===== src/rtl/bdt_pkg.sv =====
// Shared types and constants of the boost deadline timer.
package bdt_pkg;

	localparam int unsigned MAX_MINUTES = 480;
	localparam int unsigned MS_PER_MIN  = 60000;
	localparam int unsigned ROUND_UP_MS = 999;
	localparam int unsigned MS_PER_S    = 1000;

	localparam int REM_W = 15;
	localparam logic [REM_W-1:0] REM_MAX = {REM_W{1'b1}};

	localparam logic signed [15:0] FLOW_MIN_RST = 16'sd200;
	localparam logic signed [15:0] FLOW_MAX_RST = 16'sd800;

	// beyond this many milliseconds the rounded-up seconds no longer fit
	localparam longint unsigned REM_SAT_MS = longint'(REM_MAX) * MS_PER_S;
	localparam int SECS_IN_W = $clog2(REM_SAT_MS + ROUND_UP_MS + 1);
	localparam int RECIP_SHIFT = SECS_IN_W + $clog2(MS_PER_S);
	localparam longint unsigned RECIP_MUL =
		((64'd1 << RECIP_SHIFT) + MS_PER_S - 1) / MS_PER_S;
	localparam int RECIP_W = $clog2(RECIP_MUL + 1);

	typedef enum logic [1:0] {
		KIND_START  = 2'd0,
		KIND_CANCEL = 2'd1,
		KIND_TICK   = 2'd2
	} kind_t;

	typedef enum logic [2:0] {
		ST_OK      = 3'd0,
		ST_REMOTE  = 3'd1,
		ST_SEASON  = 3'd2,
		ST_MINUTES = 3'd3,
		ST_RANGE   = 3'd4
	} status_t;

	typedef enum logic {
		CFG_FLOW_MIN = 1'b0,
		CFG_FLOW_MAX = 1'b1
	} cfg_idx_t;

	typedef struct packed {
		kind_t              kind;
		logic [31:0]        now_ms;
		logic signed [15:0] setpoint_tenths;
		logic [15:0]        duration_min;
		logic               remote_owned;
		logic               season_on;
	} item_t;

	typedef struct packed {
		logic               running;
		logic signed [15:0] held_setpoint;
		logic [31:0]        deadline_ms;
	} boost_t;

	typedef struct packed {
		status_t     status;
		logic        counting;
		logic [31:0] left_ms;
	} step_t;

endpackage


===== src/rtl/bdt_eval.sv =====
// Start checks, state update and time left for one transaction.
module bdt_eval (
	input  bdt_pkg::item_t      item,
	input  bdt_pkg::boost_t     cur,
	input  logic signed [15:0]  flow_min,
	input  logic signed [15:0]  flow_max,
	output bdt_pkg::boost_t     nxt,
	output bdt_pkg::step_t      step
);
	import bdt_pkg::*;

	logic [31:0] span_ms;
	logic [31:0] neg_span;
	logic [31:0] since_dl;
	logic [31:0] left_ms;
	logic        reached;
	logic        minutes_bad;
	logic        setpoint_bad;
	logic        not_reached;

	assign span_ms      = 32'(item.duration_min) * 32'(MS_PER_MIN);
	assign neg_span     = 32'd0 - span_ms;
	assign since_dl     = item.now_ms - cur.deadline_ms;
	assign left_ms      = cur.deadline_ms - item.now_ms;
	assign reached      = ~since_dl[31];
	assign minutes_bad  = (item.duration_min == 16'd0) ||
		(item.duration_min > 16'(MAX_MINUTES));
	assign setpoint_bad = (item.setpoint_tenths < flow_min) ||
		(item.setpoint_tenths > flow_max);

	always_comb begin
		nxt          = cur;
		step.status  = ST_OK;
		step.left_ms = left_ms;
		not_reached  = since_dl[31];
		case (item.kind)
			KIND_START: begin
				if (item.remote_owned) begin
					step.status = ST_REMOTE;
				end else if (!item.season_on) begin
					step.status = ST_SEASON;
				end else if (minutes_bad) begin
					step.status = ST_MINUTES;
				end else if (setpoint_bad) begin
					step.status = ST_RANGE;
				end else begin
					nxt.running       = 1'b1;
					nxt.held_setpoint = item.setpoint_tenths;
					nxt.deadline_ms   = item.now_ms + span_ms;
					step.left_ms      = span_ms;
					not_reached       = neg_span[31];
				end
			end
			KIND_CANCEL: begin
				nxt = '0;
			end
			KIND_TICK: begin
				if (reached) begin
					nxt = '0;
				end
			end
			default: begin
				nxt = cur;
			end
		endcase
		step.counting = nxt.running & not_reached;
	end

endmodule


===== src/rtl/bdt_secs.sv =====
// Milliseconds left to whole seconds, rounded up and saturated.
module bdt_secs (
	input  logic                      counting,
	input  logic [31:0]               left_ms,
	output logic [bdt_pkg::REM_W-1:0] remaining
);
	import bdt_pkg::*;

	localparam int PROD_W = SECS_IN_W + RECIP_W;

	logic                 saturate;
	logic [SECS_IN_W-1:0] ceil_ms;
	logic [PROD_W-1:0]    prod;

	assign saturate = 64'(left_ms) > REM_SAT_MS;
	assign ceil_ms  = left_ms[SECS_IN_W-1:0] + SECS_IN_W'(ROUND_UP_MS);
	assign prod     = PROD_W'(ceil_ms) * PROD_W'(RECIP_MUL);

	always_comb begin
		if (!counting) begin
			remaining = '0;
		end else if (saturate) begin
			remaining = REM_MAX;
		end else begin
			remaining = prod[RECIP_SHIFT +: REM_W];
		end
	end

endmodule


===== src/rtl/boost_deadline_timer.sv =====
// Top level of the timed heating boost with wrap-safe deadline.
//
//  channel | handshake             | payload
//  --------+-----------------------+---------------------------------------------
//  in      | in_valid / in_ready   | kind, now_ms, setpoint_tenths, duration_min,
//          |                       | remote_owned, season_on
//  out     | out_valid / out_ready | status, is_active, active_setpoint, remaining_s
//  cfg     | cfg_valid / cfg_ready | cfg_index, cfg_data (always ready)
//
// One transaction per cycle sustained while out_ready holds; each transaction
// passes the input register, state update and seconds conversion in turn.
// The boost state is updated as a transaction leaves the input register, so the
// next one sees it at once. A stalled output backs up stage by stage; in_ready
// drops only when all three stages hold data. Reset clears the boost and loads
// the default flow bounds.
module boost_deadline_timer (
	input  logic                      clk,
	input  logic                      arst_n,
	input  logic                      in_valid,
	output logic                      in_ready,
	input  logic [1:0]                kind,
	input  logic [31:0]               now_ms,
	input  logic signed [15:0]        setpoint_tenths,
	input  logic [15:0]               duration_min,
	input  logic                      remote_owned,
	input  logic                      season_on,
	output logic                      out_valid,
	input  logic                      out_ready,
	output logic [2:0]                status,
	output logic                      is_active,
	output logic signed [15:0]        active_setpoint,
	output logic [bdt_pkg::REM_W-1:0] remaining_s,
	input  logic                      cfg_valid,
	output logic                      cfg_ready,
	input  logic                      cfg_index,
	input  logic signed [15:0]        cfg_data
);
	import bdt_pkg::*;

	logic               cfg_min_sel;
	logic signed [15:0] flow_min_tenths_q;
	logic signed [15:0] flow_max_tenths_q;
	boost_t             boost_q;
	boost_t             boost_nxt;
	step_t              step_nxt;

	item_t              item_s1;
	logic               valid_s1;
	step_t              step_s2;
	logic               active_s2;
	logic signed [15:0] setpoint_s2;
	logic               valid_s2;
	logic [REM_W-1:0]   remaining_nxt;
	status_t            status_s3;
	logic               active_s3;
	logic signed [15:0] setpoint_s3;
	logic [REM_W-1:0]   remaining_s3;
	logic               valid_s3;

	logic en_s1;
	logic en_s2;
	logic en_s3;

	assign en_s3    = ~valid_s3 | out_ready;
	assign en_s2    = ~valid_s2 | en_s3;
	assign en_s1    = ~valid_s1 | en_s2;
	assign in_ready = en_s1;

	assign cfg_ready   = 1'b1;
	assign cfg_min_sel = (cfg_idx_t'(cfg_index) == CFG_FLOW_MIN);

	always_ff @(posedge clk or negedge arst_n) begin
		if (!arst_n) begin
			flow_min_tenths_q <= FLOW_MIN_RST;
			flow_max_tenths_q <= FLOW_MAX_RST;
		end else if (cfg_valid) begin
			if (cfg_min_sel) begin
				flow_min_tenths_q <= cfg_data;
			end else begin
				flow_max_tenths_q <= cfg_data;
			end
		end
	end

	bdt_eval u_eval (
		.item     (item_s1),
		.cur      (boost_q),
		.flow_min (flow_min_tenths_q),
		.flow_max (flow_max_tenths_q),
		.nxt      (boost_nxt),
		.step     (step_nxt)
	);

	bdt_secs u_secs (
		.counting  (step_s2.counting),
		.left_ms   (step_s2.left_ms),
		.remaining (remaining_nxt)
	);

	always_ff @(posedge clk or negedge arst_n) begin
		if (!arst_n) begin
			valid_s1 <= 1'b0;
			valid_s2 <= 1'b0;
			valid_s3 <= 1'b0;
			boost_q  <= '0;
		end else begin
			if (en_s1) begin
				valid_s1 <= in_valid;
			end
			if (en_s2) begin
				valid_s2 <= valid_s1;
				if (valid_s1) begin
					boost_q <= boost_nxt;
				end
			end
			if (en_s3) begin
				valid_s3 <= valid_s2;
			end
		end
	end

	always_ff @(posedge clk) begin
		if (en_s1 && in_valid) begin
			item_s1 <= '{
				kind:            kind_t'(kind),
				now_ms:          now_ms,
				setpoint_tenths: setpoint_tenths,
				duration_min:    duration_min,
				remote_owned:    remote_owned,
				season_on:       season_on
			};
		end
		if (en_s2 && valid_s1) begin
			step_s2     <= step_nxt;
			active_s2   <= boost_nxt.running;
			setpoint_s2 <= boost_nxt.held_setpoint;
		end
		if (en_s3 && valid_s2) begin
			status_s3    <= step_s2.status;
			active_s3    <= active_s2;
			setpoint_s3  <= setpoint_s2;
			remaining_s3 <= remaining_nxt;
		end
	end

	assign out_valid       = valid_s3;
	assign status          = status_s3;
	assign is_active       = active_s3;
	assign active_setpoint = setpoint_s3;
	assign remaining_s     = remaining_s3;

endmodule


===== config.mk =====
export PLATFORM = sky130hd
export DESIGN_NAME = boost_deadline_timer
export DESIGN_NICKNAME = d
export VERILOG_FILES = /design/src/rtl/bdt_pkg.sv /design/src/rtl/bdt_eval.sv /design/src/rtl/bdt_secs.sv /design/src/rtl/boost_deadline_timer.sv
export SDC_FILE = /design/constraint.sdc
export NUM_CORES = 1
export LEC_CHECK = 0
export ABC_AREA = 1
export BUFFER_PORTS_ARGS = -buffer_cell sky130_fd_sc_hd__buf_2
export CAP_MARGIN = 0
export CORE_MARGIN = 4
export CORE_UTILIZATION = 45
export DETAILED_ROUTE_END_ITERATION = 10
export RECOVER_POWER = 50
export SYNTH_ARGS = -nofsm -noshare
export SYNTH_HDL_FRONTEND = slang
export SYNTH_HIERARCHICAL = 1
export SYNTH_SLANG_ARGS = --single-unit

===== constraint.sdc =====
create_clock -name clk -period 9 [get_ports clk]
set_clock_uncertainty 0.05 [all_clocks]
set_input_delay 1.8 -clock clk [delete_from_list [all_inputs] [get_ports clk]]
set_output_delay 1.8 -clock clk [all_outputs]
set_load 0.01 [all_outputs]

==> impl_metrics.yaml, run 1 <==
logic_synthesis:
  synth_fp_nets: 4702
  synth_edf_count: 156
  yosys_most_used_dff: "edfxtp_1"
  syn_avg_cell_area_um2: 7.88
  synth_seq_cells: 240
  synth_top_area_share_pct: 18.9
  yosys_warnings: 6
  synth.top_cells.by_area: "ha_1 19%, fa_1 18%, edfxtp_1 15%"
  async_flop_share_pct: 35.0
  synth.most_common_cell: "nand2_1"
  yosysSeqAreaShare_pct: 22.2
  synthCells: 3883
  synth_common_cells: "952 x nand2_1, 938 x inv_1, 461 x ha_1, 268 x fa_1, 224 x nor2_1"
  synth_top_area_cell: "ha_1"
  synth_area_mm2: 0.0306
  ys_types: 56
setup_path:
  end_kind: "flop"
  cp.required_ns: 9.29
  setup.worst_path.class: "reg -> reg"
  cpMostUsedCell: "inv_1"
  slowest_delay_ns: 0.55
  worstSetupStartpointType: "flop"
  slowest_stage: "fa_1"
  worstPathArrival_ns: 8.38
  path_max_fanout: 11
drt:
  wl_um: 85200
  route.detailed.drc: 0
  num_vias: 24400
  wl_per_cell_um: 17.4
  ant_nets: 0
  drtPass1Iterations: 7
  drt_iter0_markers: 1395
  viasPerCell: 4.96
timing:
  fin_tns_setup_ns: 0
  report.final.slew_viol_count: 123
  min_period_over_period_pct: 89.9
  tightest_slew_ns: 3.12
  slew_headroom_pct: -108
  min_period_ns: 8.09
  hold_violations: 0
  rsz0062_at_grt: "false"
  setup_viol: 0
  layout_setup_ws_ns: 0.906
  max_freq_mhz: 124
clock_network:
  ctsHoldBuffers: 0
  cts_root_buffer: "clkbuf_16"
  post_cts_buffers: 0
  tritoncts: "yes"
  cts_sinks: 240
  clk_pin_slew_ns: 0.06
  numCtsBuffers: 29
  cts_resized: 0
  clk_latency_ns: 0.61
  clock_path_buffers: 3
  htreeDepth: 1
place:
  port_buffers: 126
  hpwlAfterDp_um: 71000
  place_congestion: 0.954
  dp_slack_ns: 0.887
  place_area_mm2: 0.0322
hold_path:
  hold_class: "reg -> reg"
grt:
  grt-ovfl-total: 0
  grt_pass1_vias: 24900
  grt_max_degree: 55
  grt_pass1_wl_um: 136000
  antenna_found_initial: 0
  track_usage_pct: 24.0
floorplanning:
  die_w_um: 269
  ioPinCount: 128
  dieArea_mm2: 0.0722
  rows: 95
  fp.dieH_um: 269
  start_util_pct: 45.5
  core_area_mm2: 0.0673
finish:
  layout-area-overhead-vs-synth_pct: 8.50
  drive_above_1_share_pct: 6.79
  num-fill-cells: 6745
  final_area_mm2: 0.0332
  fin_nets: 4832
  antenna_cells: 0
status:
  violations: "capacitance limit, slew limit"
  outcome: "finished, violations left"
flow_run:
  drv_cap: 3
==> worst max-delay path: cells and delay by family, from the launching register on <==
| kind | cells | cell delay, ns |
|---|---|---|
| compound gates | 1 | 0.18 |
| fa+ha+maj | 9 | 4.17 |
| buf+inv | 8 | 1.10 |
| flops | 1 | 0.45 |
| simple gates | 15 | 1.89 |
==> per-stage QoR <==
step	instances	hold slack (ns)	utilization, %
CTS	4909	0.369	49.4
global placement	4855	0.353	47.8
finish	4909	0.369	49.3
global route	4909	0.378	49.3
detailed placement	4855	0.355	47.8
floorplan	3883	0.350	-
==> final timing paths <==
check / start / endpoint / slack (ns) / cells past startpoint
hold reg to reg: setpoint_s2[10]$_DFFE_PP_ / active_setpoint[10]$_DFFE_PP_ / 0.37 / 0
min in group asynchronous: arst_n / out_valid$_DFFE_PN0P_ / 1.78 / 1
setup reg to reg: step_s2[0]$_DFFE_PP_ / remaining_s[11]$_DFFE_PP_ / 0.91 / 33
hold / removal: setpoint_s2[10]$_DFFE_PP_ / active_setpoint[10]$_DFFE_PP_ / 0.37 / 0
setup / recovery: step_s2[0]$_DFFE_PP_ / remaining_s[11]$_DFFE_PP_ / 0.91 / 33
max in group asynchronous: arst_n / boost_q[11]$_DFFE_PN0P_ / 3.28 / 2
==> registers in the layout, indices dropped and copies added (netlist names) <==
| name | cells |
|---|---|
| active_s2 | 1 |
| status | 3 |
| setpoint_s2 | 16 |
| item_s1 | 68 |
| valid_s1 | 1 |
| flow_min_tenths_q | 16 |
| active_setpoint | 16 |
| valid_s2 | 1 |
| out_valid | 1 |
| flow_max_tenths_q | 16 |
| boost_q | 49 |
| step_s2 | 36 |
| is_active | 1 |
| remaining_s | 15 |
==> layout make-up <==
class                      count  area [µm²]  share of cell area [%]
clock inverter                24         297                   0.893
multi-input combinational   2646       19900                    60.1
sequential                   240        6800                    20.5
inverter                     950        3570                    10.7
timing repair buffer         146         766                    2.31
tap                          873        1090                    3.29
clock buffer                  30         729                    2.20
==> cell usage in the layout (no fill, tap or decap), drive strengths merged, types with 2 or more instances in the layout <==
cell type,count
and2,2
o31ai,2
a211oi,2
a31oi,20
o211ai,2
nor2,243
nor4,7
a21boi,3
nand2,966
clkbuf,38
xnor2,29
fa,268
a221oi,2
nand3b,6
clkinvlp,3
bufinv,5
o21a,3
ha,461
buf,138
dfstp,6
edfxtp,156
o21ai,144
nand4,31
xor2,46
dfrtp,78
nor3,33
inv,955
o21bai,9
nand3,181
clkinv,11
a31o,2
a21oi,153
a21o,17
or2,10
==> cells by family after synthesis <==
| group | synth area share [%] |
|---|---|
| and+or+nand+nor | 20.1 |
| adders and majority gates | 36.4 |
| other | 0.0123 |
| DFF | 22.2 |
| buffers and inverters | 12.6 |
| AOI/OAI and AO/OA | 6.46 |
| xor gates and xnor gates | 2.17 |
==> metal layers <==
layer,track usage [%],up-vias,share of wire [%]
met5,0,-,0
met3,2.88,171,4.5
met2,41.8,563,48
met1,30.7,11400,43
met4,9.61,0,4.8
li1,-,12300,-
Power of run 1 is left out: the tool's default activity adds up to more than one toggle a clock period on the data nets, which glitch-free logic cannot reach.
==> run 2: changes to the inputs <==
==> constraint.sdc (replaced) <==
create_clock -name clk -period 10.26 [get_ports clk]
set_clock_uncertainty 0.05 [all_clocks]
set_input_delay 2.052 -clock clk [delete_from_list [all_inputs] [get_ports clk]]
set_output_delay 2.052 -clock clk [all_outputs]
set_load 0.01 [all_outputs]
==> run 2 against run 1 <==
- core utilization hardly changed
- flip-flop and latch count is the same
- die area is the same
- wire length down 0.23%
- non-clock buffer count decreased by 8
- the run still ends with capacitance limit, slew limit left
- register-to-register slack improved by 1.1 ns
==> impl_metrics.yaml, run 2 (synthesis gave the netlist of run 1 again) <==
clock_network:
  clock_path_buffers: 3
  ctsHoldBuffers: 0
  post_cts_buffers: 0
  cts_resized: 0
  tritoncts: "yes"
  clk_pin_slew_ns: 0.06
  cts_root_buffer: "clkbuf_16"
  numCtsBuffers: 29
  htreeDepth: 1
  cts_sinks: 240
  clk_latency_ns: 0.60
timing:
  max_freq_mhz: 120
  setup_viol: 0
  tightest_slew_ns: 3.02
  fin_tns_setup_ns: 0
  min_period_ns: 8.30
  worst_hold_slack_ns: 0.367
  hold_violations: 0
  slew_headroom_pct: -101
  rsz0062_at_grt: "false"
  report.final.slew_viol_count: 123
  min_period_over_period_pct: 80.9
setup_path:
  slowest_stage: "xnor2_1"
  end_kind: "flop"
  worstSetupStartpointType: "flop"
  path_max_fanout: 11
  reg2reg_from: "step_s2[0]$_DFFE_PP_"
  cp.required_ns: 10.54
  slowest_delay_ns: 0.95
  worstPathArrival_ns: 8.58
  crit_path_start: "step_s2[0]$_DFFE_PP_"
  cpMostUsedCell: "nand2_1"
  setup.worst_path.class: "reg -> reg"
drt:
  drt_iter0_markers: 1399
  num_vias: 24300
  viasPerCell: 4.95
  ant_nets: 0
  drtPass1Iterations: 5
  route.detailed.drc: 0
  wl_um: 85000
  wl_per_cell_um: 17.3
finish:
  largest_register: "item_s1"
  mostFrequentLayoutCell: "nand2_1"
  num-fill-cells: 6726
  layout-area-overhead-vs-synth_pct: 8.43
  final_area_mm2: 0.0332
  final_cell_mix: "952 x nand2_1, 936 x inv_1, 461 x ha_1, 268 x fa_1, 224 x nor2_1"
  drive_above_1_share_pct: 6.68
  fin_nets: 4824
  reg.largest.list: "item_s1 x68, boost_q x49, step_s2 x36"
  largest_reg_flops: 68
floorplanning:
  dieArea_mm2: 0.0722
  ioPinCount: 128
  core_area_mm2: 0.0673
  die_w_um: 269
  fp.dieH_um: 269
  start_util_pct: 45.5
  rows: 95
grt:
  antenna_found_initial: 1
  grt_max_degree: 55
  grt_pass1_vias: 24600
  track_usage_pct: 24.1
  grt_pass1_wl_um: 136000
  grt-ovfl-total: 0
hold_path:
  hp-start: "setpoint_s2[13]$_DFFE_PP_"
  hold_class: "reg -> reg"
place:
  hpwlAfterDp_um: 71100
  port_buffers: 126
  place_area_mm2: 0.0321
  place_congestion: 0.962
status:
  outcome: "finished, violations left"
  violations: "capacitance limit, slew limit"
flow_run:
  drv_cap: 3
run 2: cell count changes in the layout (fill, tap and decap cells not counted), moves of 2 or more:
cell        previous run  this run
buf_2                120       122
buf_4                 18        10
clkbuf_1               9         7
clkinv_2               7         3
clkinvlp_4             2         6
run 2: stage by stage:
| step | util [%] | std cells | setup slack (ns) |
|---|---|---|---|
| floorplan | - | 3883 | 3.09 |
| global placement | 47.8 | 4847 | 2.15 |
| detailed placement | 47.8 | 4847 | 2.02 |
| CTS | 49.3 | 4901 | 2.02 |
| global route | 49.3 | 4902 | 1.46 |
| finish | 49.3 | 4902 | 1.96 |
run 2: final cells by class:
type	count	area [µm²]	area share, %
well taps	873	1090	3.29
multi-input cells	2646	19900	60.1
flip-flops and latches	240	6800	20.5
repair buffers	138	708	2.13
inverters	950	3570	10.8
clock buffers	32	768	2.32
clock inverters	22	292	0.879
diodes	1	2.50	0.00754
run 2: critical path, delay by kind of cell (launching register included):
family                   cells  cell delay (ns)
XOR/XNOR                     1             0.95
AND/OR/NAND/NOR             15             1.73
flip-flops                   1             0.41
buffers and inverters        7             0.70
adder cells (fa/ha/maj)      9             4.22
run 2: routing by layer:
metal | wire length (µm) | share of wire, % | track usage (%)
met3 | 3210 | 3.8 | 2.08
met4 | 3790 | 4.5 | 9.01
met1 | 37000 | 43 | 31.3
met2 | 41100 | 48 | 42.1
met5 | 0 | 0 | 0
run 2: worst paths after layout:
kind	to	slack [ns]	cells past startpoint
setup / recovery	remaining_s[13]$_DFFE_PP_	1.96	32
hold / removal	active_setpoint[13]$_DFFE_PP_	0.37	0
setup reg to reg	remaining_s[13]$_DFFE_PP_	1.96	32
hold reg to reg	active_setpoint[13]$_DFFE_PP_	0.37	0
max in group asynchronous	boost_q[11]$_DFFE_PN0P_	4.44	2
min in group asynchronous	out_valid$_DFFE_PN0P_	2.00	1
Power of run 2 is left out for the same reason.
==> run 3: changes to the inputs <==
--- a/config.mk
+++ b/config.mk
@@ -5,7 +5,7 @@
 export SDC_FILE = /design/constraint.sdc
 export NUM_CORES = 1
 export LEC_CHECK = 0
-export ABC_AREA = 1
+export ABC_AREA = 0
 export BUFFER_PORTS_ARGS = -buffer_cell sky130_fd_sc_hd__buf_2
 export CAP_MARGIN = 0
 export CORE_MARGIN = 4
==> constraint.sdc (replaced) <==
create_clock -name clk -period 6.9 [get_ports clk]
set_clock_uncertainty 0.05 [all_clocks]
set_input_delay 1.38 -clock clk [delete_from_list [all_inputs] [get_ports clk]]
set_output_delay 1.38 -clock clk [all_outputs]
set_load 0.01 [all_outputs]
==> run 3 against run 2 <==
- the flow finishes with violations (capacitance limit, slew limit, setup timing)
- clock-buffer cell count rose by 3
- setup slack lost 2.8 ns
- final cell count down 14%
- global-route usage is 0.38 points lower
- synthesized cell count decreased by 25%
- worst hold slack improved by 0.010 ns
- first-iteration DRC count fell by 13%
- critical path depth down 6
- register-to-register slack worse by 2.8 ns
- largest cell class unchanged
==> impl_metrics.yaml, run 3 <==
logic_synthesis:
  ys_types: 112
  async_flop_share_pct: 35.0
  synth_area_mm2: 0.0290
  synth_fp_nets: 3717
  synthCells: 2898
  synth_top_area_share_pct: 19.9
  synth_top_area_cell: "ha_1"
  syn_avg_cell_area_um2: 10.0
  synth_common_cells: "570 x inv_1, 461 x ha_1, 268 x fa_1, 181 x nand2_1, 156 x edfxtp_1"
  synth_edf_count: 156
  synth_seq_cells: 240
  yosys_warnings: 6
  yosys_most_used_dff: "edfxtp_1"
  synth.most_common_cell: "inv_1"
  synth.top_cells.by_area: "ha_1 20%, fa_1 19%, edfxtp_1 16%"
  yosysSeqAreaShare_pct: 23.4
finish:
  drive_above_1_share_pct: 24.1
  reg.largest.list: "item_s1 x68, boost_q x49, step_s2 x36"
  multiInputGateArea_mm2: 0.0207
  final_cell_mix: "544 x inv_1, 429 x ha_1, 358 x buf_4, 255 x fa_1, 177 x nand2_1"
  largest_register: "item_s1"
  fin_nets: 4178
  largest_reg_flops: 68
  num-fill-cells: 5726
  seqCellArea_mm2: 0.00680
  final_cells: 4230
  layout-area-overhead-vs-synth_pct: 22.0
  mostFrequentLayoutCell: "inv_1"
timing:
  slew_headroom_pct: -97.4
  layout_setup_ws_ns: -0.869
  report.final.slew_viol_count: 210
  setup_viol: 15
  tightest_slew_ns: 2.96
  rsz0062_at_grt: "true"
  max_freq_mhz: 129
  min_period_ns: 7.77
  hold_violations: 0
  min_period_over_period_pct: 113
clock_network:
  tritoncts: "yes"
  clk_pin_slew_ns: 0.06
  cts_root_buffer: "clkbuf_16"
  clock_path_buffers: 3
  cts_sinks: 240
  clk_latency_ns: 0.61
  htreeDepth: 1
  ctsHoldBuffers: 0
  numCtsBuffers: 30
flow_run:
  drv_cap: 5
grt:
  track_usage_pct: 23.7
  grt_max_degree: 65
  antenna_found_initial: 0
  grt-ovfl-total: 0
  grt_pass1_wl_um: 130000
  grt_pass1_vias: 24100
floorplanning:
  core_area_mm2: 0.0634
  rows: 92
  fp.dieH_um: 262
  die_w_um: 262
  dieArea_mm2: 0.0685
  ioPinCount: 128
  start_util_pct: 45.7
hold_path:
  hold_class: "reg -> reg"
  hp-start: "setpoint_s2[0]$_DFFE_PP_"
  hold_depth: 0
place:
  port_buffers: 126
  placed_cells: 4135
  place_congestion: 0.937
  hpwlAfterDp_um: 64800
setup_path:
  end_kind: "flop"
  setup.worst_path.class: "reg -> reg"
  crit_path_start: "step_s2[6]$_DFFE_PP_"
  worstPathArrival_ns: 8.08
  worstSetupStartpointType: "flop"
  cp.required_ns: 7.21
  reg2reg_from: "step_s2[6]$_DFFE_PP_"
  r2r_cells: 26
  path_max_fanout: 4
drt:
  num_vias: 22500
  wl_um: 80200
  drtPass1Iterations: 5
  viasPerCell: 5.31
  drt_iter0_markers: 1217
  route.detailed.drc: 0
  ant_nets: 0
  wl_per_cell_um: 19.0
status:
  outcome: "finished, violations left"
  violations: "capacitance limit, slew limit, setup timing"
==> run 3: repair_timing <==
| action | CTS | global route |
|---|---|---|
| buffers inserted | 18 | 22 |
| endpoints found under the hold margin | 0 | 0 |
| setup endpoints to repair | 22 | 28 |
| pin swaps | 69 | 111 |
| resized for setup | 90 | 107 |
==> run 3: logic make-up (layout without fill, tap and decap cells) <==
kind of cell / after synthesis / after routing / synth area share, %
other: 1 / 2 / 0.0129
xor gates and xnor gates: 96 / 96 / 3.03
muxes: 36 / 36 / 1.43
buffers and inverters: 649 / 1134 / 8.85
AOI/OAI and AO/OA: 543 / 543 / 13.5
DFF: 240 / 240 / 23.4
adders and majority gates: 729 / 729 / 38.4
and+or+nand+nor: 604 / 604 / 11.3
==> run 3: path summary, 6_finish.rpt <==
check                                                        end  slack [ns]
worst max register to register          remaining_s[9]$_DFFE_PP_       -0.87
min in group asynchronous       flow_max_tenths_q[3]$_DFFE_PN0P_        1.35
worst max-delay path                    remaining_s[9]$_DFFE_PP_       -0.87
max in group asynchronous                   valid_s1$_DFFE_PN0P_        1.54
worst min-delay path                active_setpoint[0]$_DFFE_PP_        0.38
worst min register to register      active_setpoint[0]$_DFFE_PP_        0.38
==> run 3: area by class of cell <==
class | instances | area share, %
Antenna cell | 1 | 0.00708
Clock buffer | 35 | 2.23
Clock inverter | 21 | 0.825
Inverter | 571 | 6.10
Multi-Input combinational cell | 2009 | 58.7
Sequential cell | 240 | 19.2
Tap cell | 846 | 2.99
Timing Repair Buffer | 507 | 9.94
==> run 3: routing by layer <==
metal  vias up  part of all wire (%)  GRT usage [%]
met3       116                   3.8           2.28
met1     11100                    42           30.2
met2       429                    51           43.3
met4         0                   2.7           5.84
met5         -                     0              0
li1      10800                     -              -
==> run 3: critical path, cell delays in order, from the launching register on <==
cell       delay, ns
edfxtp_1        0.39
or4_4           0.56
nand2b_4        0.18
nor2_4          0.13
nor4b_4         0.08
and3_4          0.19
xnor2_4         0.19
inv_2           0.09
ha_4            0.30
inv_4           0.04
fa_1            0.56
inv_2           0.05
fa_1            0.52
fa_1            0.59
fa_1            0.46
fa_1            0.53
fa_1            0.58
ha_4            0.22
and2_4          0.16
a221o_1         0.31
a221oi_2        0.25
o21bai_1        0.11
a211oi_2        0.14
buf_4           0.17
o221ai_4        0.15
a2111oi_2       0.31
and4b_1         0.23
==> run 3: metrics by stage <==
| step | setup TNS [ns] | area, µm² | setup WS (ns) | hold slack [ns] | utilization, % |
|---|---|---|---|---|---|
| final | -10.32 | 35300 | -0.869 | 0.377 | 55.7 |
| after global placement | -14.14 | 33100 | -1.07 | 0.352 | 52.1 |
| after floorplan | -6.78 | 29200 | -0.752 | 0.350 | - |
| after detailed placement | -15.72 | 33100 | -1.16 | 0.359 | 52.1 |
| after CTS | -10.39 | 34800 | -0.859 | 0.376 | 54.8 |
| after global routing | -14.39 | 35300 | -1.13 | 0.392 | 55.7 |
Power of run 3 is left out for the same reason.
